<file path="config.mk">
export PLATFORM = sky130hd
export DESIGN_NAME = ccp_dist
export DESIGN_NICKNAME = d
export VERILOG_FILES = /design/src/hdl/ccp_pkg.sv /design/src/hdl/ccp_dist.sv
export SDC_FILE = /design/constraint.sdc
export NUM_CORES = 2
export LEC_CHECK = 0
export ABC_AREA = 1
export ABC_CLOCK_PERIOD_IN_PS = 8600
export BUFFER_PORTS_ARGS = -buffer_cell sky130_fd_sc_hd__buf_2
export CAP_MARGIN = 25
export CORE_MARGIN = 5
export CORE_UTILIZATION = 40
export CTS_CLUSTER_DIAMETER = 120
export CTS_CLUSTER_SIZE = 28
export DETAILED_ROUTE_END_ITERATION = 7
export SKIP_CTS_REPAIR_TIMING = 1
export SLEW_MARGIN = 15
export SYNTH_ARGS = -nofsm -noshare
export SYNTH_HDL_FRONTEND = slang
export SYNTH_SLANG_ARGS = --single-unit
</file>
<file path="constraint.sdc">
create_clock -name aclk -period 8.6 [get_ports aclk]
set_input_delay 0.43 -clock aclk [delete_from_list [all_inputs] [get_ports aclk]]
set_output_delay 0.43 -clock aclk [all_outputs]
set_load 0.02 [all_outputs]
</file>
<file path="src/hdl/ccp_pkg.sv">
`default_nettype none
// ----------------------------------------------------------------------------
// ccp_pkg
// Shared widths, types and constants of the circumcircle pipeline.
// ----------------------------------------------------------------------------
package ccp_pkg;

    localparam int COORD_BITS = 13;
    localparam int FRAC_BITS  = 8;

    localparam int DIFF_W     = COORD_BITS + 1;
    localparam int SQ_W       = 2 * COORD_BITS + 1;
    localparam int PROD_W     = COORD_BITS + DIFF_W;
    localparam int DEN_W      = PROD_W + 3;
    localparam int NP_W       = SQ_W + DIFF_W;
    localparam int NUM_W      = NP_W + 2;
    localparam int DVD_W      = NUM_W + FRAC_BITS;
    localparam int DIV_STEPS  = DVD_W;
    localparam int DLT_W      = DVD_W + 2;
    localparam int CENTER_W   = 24;
    localparam int RADIUS_W   = 31;
    localparam int SQRT_STEPS = RADIUS_W + 1;
    localparam int SQIN_W     = 2 * SQRT_STEPS;

    localparam int S_TDATA_W  = ((6 * COORD_BITS + 7) / 8) * 8;
    localparam int M_FIELDS_W = 2 * CENTER_W + RADIUS_W;
    localparam int M_TDATA_W  = ((M_FIELDS_W + 7) / 8) * 8;

    typedef logic signed [COORD_BITS-1:0]   coord_t;
    typedef logic signed [DIFF_W-1:0]       diff_t;
    typedef logic signed [2*COORD_BITS-1:0] sqr_t;
    typedef logic signed [SQ_W-1:0]         ssum_t;
    typedef logic signed [PROD_W-1:0]       prod_t;
    typedef logic signed [DEN_W-1:0]        den_t;
    typedef logic signed [NP_W-1:0]         np_t;
    typedef logic signed [NUM_W-1:0]        num_t;
    typedef logic        [DVD_W-1:0]        dvd_t;
    typedef logic        [DEN_W-1:0]        denm_t;
    typedef logic signed [CENTER_W-1:0]     center_t;
    typedef logic        [RADIUS_W-1:0]     radius_t;
    typedef logic        [SQIN_W-1:0]       sqin_t;
    typedef logic        [SQRT_STEPS-1:0]   root_t;

    localparam radius_t RADIUS_MAX = '1;

    typedef struct packed {
        logic   nz;
        logic   neg_a;
        logic   neg_b;
        coord_t x1;
        coord_t y1;
    } div_side_t;

    typedef struct packed {
        dvd_t      dvd_a;
        dvd_t      dvd_b;
        denm_t     den;
        div_side_t side;
    } div_in_t;

    typedef struct packed {
        dvd_t      q_a;
        dvd_t      q_b;
        div_side_t side;
    } div_out_t;

    typedef struct packed {
        logic    nz;
        logic    sat;
        center_t cx;
        center_t cy;
    } sq_side_t;

    typedef struct packed {
        sqin_t    n;
        sq_side_t side;
    } sq_in_t;

    typedef struct packed {
        root_t    root;
        sq_side_t side;
    } sq_out_t;

    typedef struct packed {
        logic    valid_res;
        center_t cx;
        center_t cy;
        radius_t radius;
    } res_t;

endpackage
`default_nettype wire

</file>
<file path="src/hdl/ccp_dist.sv">
`default_nettype none
// ----------------------------------------------------------------------------
// ccp_dist
// Signs the quotients, saturates the center and forms the squared radius.
// ----------------------------------------------------------------------------
module ccp_dist
    import ccp_pkg::*;
(
    input  wire logic     aclk,
    input  wire logic     aresetn,
    input  wire logic     en,
    input  wire logic     in_valid,
    input  wire div_out_t in_data,
    output logic          out_valid,
    output sq_in_t        out_data
);

    typedef logic signed [DVD_W:0]   fix_t;
    typedef logic signed [DLT_W-1:0] dlt_t;
    typedef logic [2*RADIUS_W-1:0]   sqr2_t;

    localparam dlt_t LIM_POS = dlt_t'({1'b0, RADIUS_MAX});
    localparam dlt_t LIM_NEG = -LIM_POS;
    localparam dvd_t CMAX_POS = dvd_t'({1'b0, {(CENTER_W-1){1'b1}}});
    localparam dvd_t CMAX_NEG = dvd_t'({1'b1, {(CENTER_W-1){1'b0}}});

    // Whole-pixel part of the truncated quotient, clipped to the output range.
    function automatic center_t sat_center(dvd_t q, logic neg);
        dvd_t whole;
        whole = q >> FRAC_BITS;
        if (!neg) begin
            return (whole > CMAX_POS) ? center_t'(CMAX_POS) : center_t'(whole);
        end else begin
            return (whole > CMAX_NEG) ? center_t'(CMAX_NEG) : center_t'(-whole);
        end
    endfunction

    logic [4:0] v_reg;

    fix_t     a_ax_reg, a_by_reg;
    coord_t   a_x1_reg, a_y1_reg;
    sq_side_t a_side_reg;
    dlt_t     b_dx_reg, b_dy_reg;
    sq_side_t b_side_reg;
    radius_t  c_ux_reg, c_uy_reg;
    sq_side_t c_side_reg;
    sqr2_t    d_qx_reg, d_qy_reg;
    sq_side_t d_side_reg;
    sq_in_t   e_reg;

    sq_side_t a_side_next;
    sq_side_t c_side_next;
    dlt_t     ux_full, uy_full;

    always_comb begin
        a_side_next.nz  = in_data.side.nz;
        a_side_next.sat = 1'b0;
        a_side_next.cx  = sat_center(in_data.q_a, in_data.side.neg_a);
        a_side_next.cy  = sat_center(in_data.q_b, in_data.side.neg_b);
        ux_full = b_dx_reg[DLT_W-1] ? -b_dx_reg : b_dx_reg;
        uy_full = b_dy_reg[DLT_W-1] ? -b_dy_reg : b_dy_reg;
        c_side_next     = b_side_reg;
        c_side_next.sat = (b_dx_reg > LIM_POS) || (b_dx_reg < LIM_NEG)
                       || (b_dy_reg > LIM_POS) || (b_dy_reg < LIM_NEG);
    end

    always_ff @(posedge aclk) begin
        if (!aresetn) begin
            v_reg <= '0;
        end else if (en) begin
            v_reg <= {v_reg[3:0], in_valid};
        end
    end

    always_ff @(posedge aclk) begin
        if (en) begin
            a_ax_reg   <= in_data.side.neg_a ? -fix_t'(in_data.q_a) : fix_t'(in_data.q_a);
            a_by_reg   <= in_data.side.neg_b ? -fix_t'(in_data.q_b) : fix_t'(in_data.q_b);
            a_x1_reg   <= in_data.side.x1;
            a_y1_reg   <= in_data.side.y1;
            a_side_reg <= a_side_next;

            b_dx_reg   <= (dlt_t'(a_x1_reg) <<< FRAC_BITS) - dlt_t'(a_ax_reg);
            b_dy_reg   <= (dlt_t'(a_y1_reg) <<< FRAC_BITS) - dlt_t'(a_by_reg);
            b_side_reg <= a_side_reg;

            c_ux_reg   <= ux_full[RADIUS_W-1:0];
            c_uy_reg   <= uy_full[RADIUS_W-1:0];
            c_side_reg <= c_side_next;

            d_qx_reg   <= sqr2_t'(c_ux_reg) * sqr2_t'(c_ux_reg);
            d_qy_reg   <= sqr2_t'(c_uy_reg) * sqr2_t'(c_uy_reg);
            d_side_reg <= c_side_reg;

            e_reg      <= {sqin_t'(d_qx_reg) + sqin_t'(d_qy_reg), d_side_reg};
        end
    end

    assign out_valid = v_reg[4];
    assign out_data  = e_reg;

endmodule
`default_nettype wire

</file>
==> impl_metrics.json <==
{
  "crit_type": "reg -> reg",
  "yosysMostFrequentCell": "inv_1",
  "root_buffer": "clkbuf_16",
  "synth_top_area_share_pct": 29.3,
  "netlist_instances": 12970,
  "gp_congestion": 0.988,
  "synth.distinct_cells": 53,
  "h-tree-depth": 2,
  "drc": 0,
  "syn_to_final_growth_pct": 6.88,
  "cts_buffers": 39,
  "clock_sinks": 736,
  "worstHoldPathType": "in -> reg",
  "worst_setup_path_end_kind": "flop",
  "die_w_um": 517,
  "dieArea_um2": 268000,
  "drt_iter0_markers": 5121,
  "fin_nets": 15512,
  "grt_usage_pct": 21.5,
  "grt_max_degree": 140,
  "finalSetupViolCount": 0,
  "yosys.area.top_type": "fa_1",
  "finalSetupTns_ns": 0,
  "status": "complete, no violations",
  "layout-drive-gt1-share_pct": 3.75,
  "io_pins": 250,
  "worst_slew_pin_slew_ns": 1.09,
  "grt_antenna_before_repair": 4,
  "yosysSeqAreaShare_pct": 21.4,
  "period_share_pct": 91.6,
  "synthFlopType": "edfxtp_1",
  "timing.fmax_mhz": 127,
  "period_needed_ns": 7.88,
  "path_clk_slew_ns": 0.11,
  "synth_warnings": 0,
  "hold_viol": 0,
  "ant_nets": 0,
  "firstDrtPassIters": 6,
  "crit_arrival_ns": 8.31,
  "avgSynthCellArea_um2": 7.94,
  "wirelength_um": 283000,
  "crit_chain": "buf_4 -> nand2_1 -> fa_1 -> inv_1 -> fa_1 -> inv_1 -> fa_1 -> fa_1 -> inv_1 -> fa_1 -> fa_1 -> fa_1 -> inv_1 -> fa_1 -> inv_1 -> ha_1 -> nand2_1 -> nor2_1 -> nand2_1 -> nor3_1 -> nand3_1 -> nand4_1 -> nand2_1",
  "hpwl_um": 241000,
  "synth_edf_count": 731,
  "rows": 186,
  "largest_reg_flops": 113,
  "stdcell_count": 16578,
  "crit_top_cell": "fa_1",
  "yosys-top-cells-count": "inv_1, nand2_1, fa_1",
  "grt_first_pass_wirelength_um": 452000,
  "critPathMaxFanout": 19,
  "core_um2": 256000,
  "synth_nets": 15315,
  "cts_max_path_buffers": 3,
  "routed_via_density": 4.75,
  "initial_core_util_pct": 40.1,
  "slew_headroom_pct": 27.2,
  "critPathMaxStageDelay_ns": 0.87,
  "rsz0062_at_grt": "no",
  "cp_slowest_cell": "edfxtp_1",
  "die_h_um": 517,
  "start_kind": "flop",
  "worstSkewPairLatency_ns": 0.71,
  "maxCapViolations": 0,
  "worstPathRequired_ns": 9.03,
  "grt-ovfl-total": 0,
  "async_reset_ff_share_pct": 0,
  "netlist_area_um2": 103000,
  "finClkSkew_ns": 0.0697,
  "synthTopCellsByArea": "fa_1, edfxtp_1, inv_1",
  "cts_tree": "yes",
  "post-place-cells": 16475,
  "grt_pass1_vias": 80852,
  "finalMaxSlewViolations": 0,
  "routedWlPerCell_um": 17.1,
  "portBuffers": 248,
  "ys_seq_elements": 736,
  "vias": 78739
}
-- layout by cell type (no fill, tap or decap), types with 39 or more instances in the layout --
cell type and n:
xnor2_1 46, xor2_1 325, buf_2 247, nor3_1 111, buf_4 101, inv_1 3752
ha_1 702, clkbuf_16 39, fa_1 1508, nand4_1 154, o21bai_1 53, nand2_1 3637
edfxtp_1 731, o21ai_0 124, nand3_1 407, nor2_1 715, a21oi_1 292
-- worst paths after layout --
| check | endpoint | cells past startpoint | start | slack [ns] |
|---|---|---|---|---|
| max | d_qy_reg[46] | 23 | c_uy_reg[14] | 0.72 |
| min | a_ax_reg[4] | 2 | in_data[84] | 0.06 |
| max reg2reg | d_qy_reg[46] | 23 | c_uy_reg[14] | 0.72 |
| min reg2reg | d_side_reg[15] | 0 | c_side_reg[15] | 0.41 |
-- layer usage --
| metal | part of all wire (%) | vias up | track usage, % | routed length [µm] |
|---|---|---|---|---|
| met5 | 0 | - | 0 | 0 |
| met3 | 6.0 | 291 | 2.76 | 17100 |
| met2 | 47 | 2121 | 36.2 | 133000 |
| met1 | 45 | 37860 | 30.0 | 128000 |
| met4 | 2.0 | 0 | 4.02 | 5790 |
| li1 | - | 38467 | - | - |
-- stage by stage --
stage,hold slack [ns],worst slack (ns),util (%),cell area [µm²]
floorplan,0.400,1.76,-,103000
detailed placement,0.405,0.732,42.2,108000
finish,0.0593,0.718,42.9,110000
global route,0.00588,0.382,42.9,110000
CTS,-0.150,0.677,42.7,110000
global placement,0.401,0.665,42.2,108000
-- kinds of logic after synthesis --
| family | share of synthesized area (%) |
|---|---|
| AOI/OAI and AO/OA | 2.74 |
| muxes | 0.0109 |
| buffers and inverters | 14.6 |
| adders and majority gates | 37.9 |
| xor gates and xnor gates | 3.16 |
| other | 0.00364 |
| DFF | 21.4 |
| and+or+nand+nor | 20.2 |
-- layout make-up --
| type | instances | area [µm²] |
|---|---|---|
| flip-flops and latches | 736 | 22100 |
| clock buffers | 48 | 1010 |
| inverters | 3762 | 14100 |
| fillers | 26290 | 146000 |
| diodes | 4 | 10.0 |
| well taps | 3384 | 4230 |
| multi-input cells | 8239 | 65800 |
| clock inverters | 16 | 285 |
| repair buffers | 389 | 2510 |
-- critical path, delay by kind of cell (launching register included) --
kind                       cells  cell delay (ns)
and+or+nand+nor                8             1.64
buffers and inverters          6             0.71
adders and majority gates      9             4.40
DFF                            1             0.87
Power is not shown: default switching activity piles up to over one toggle a cycle in this logic, so the estimate is an artifact.
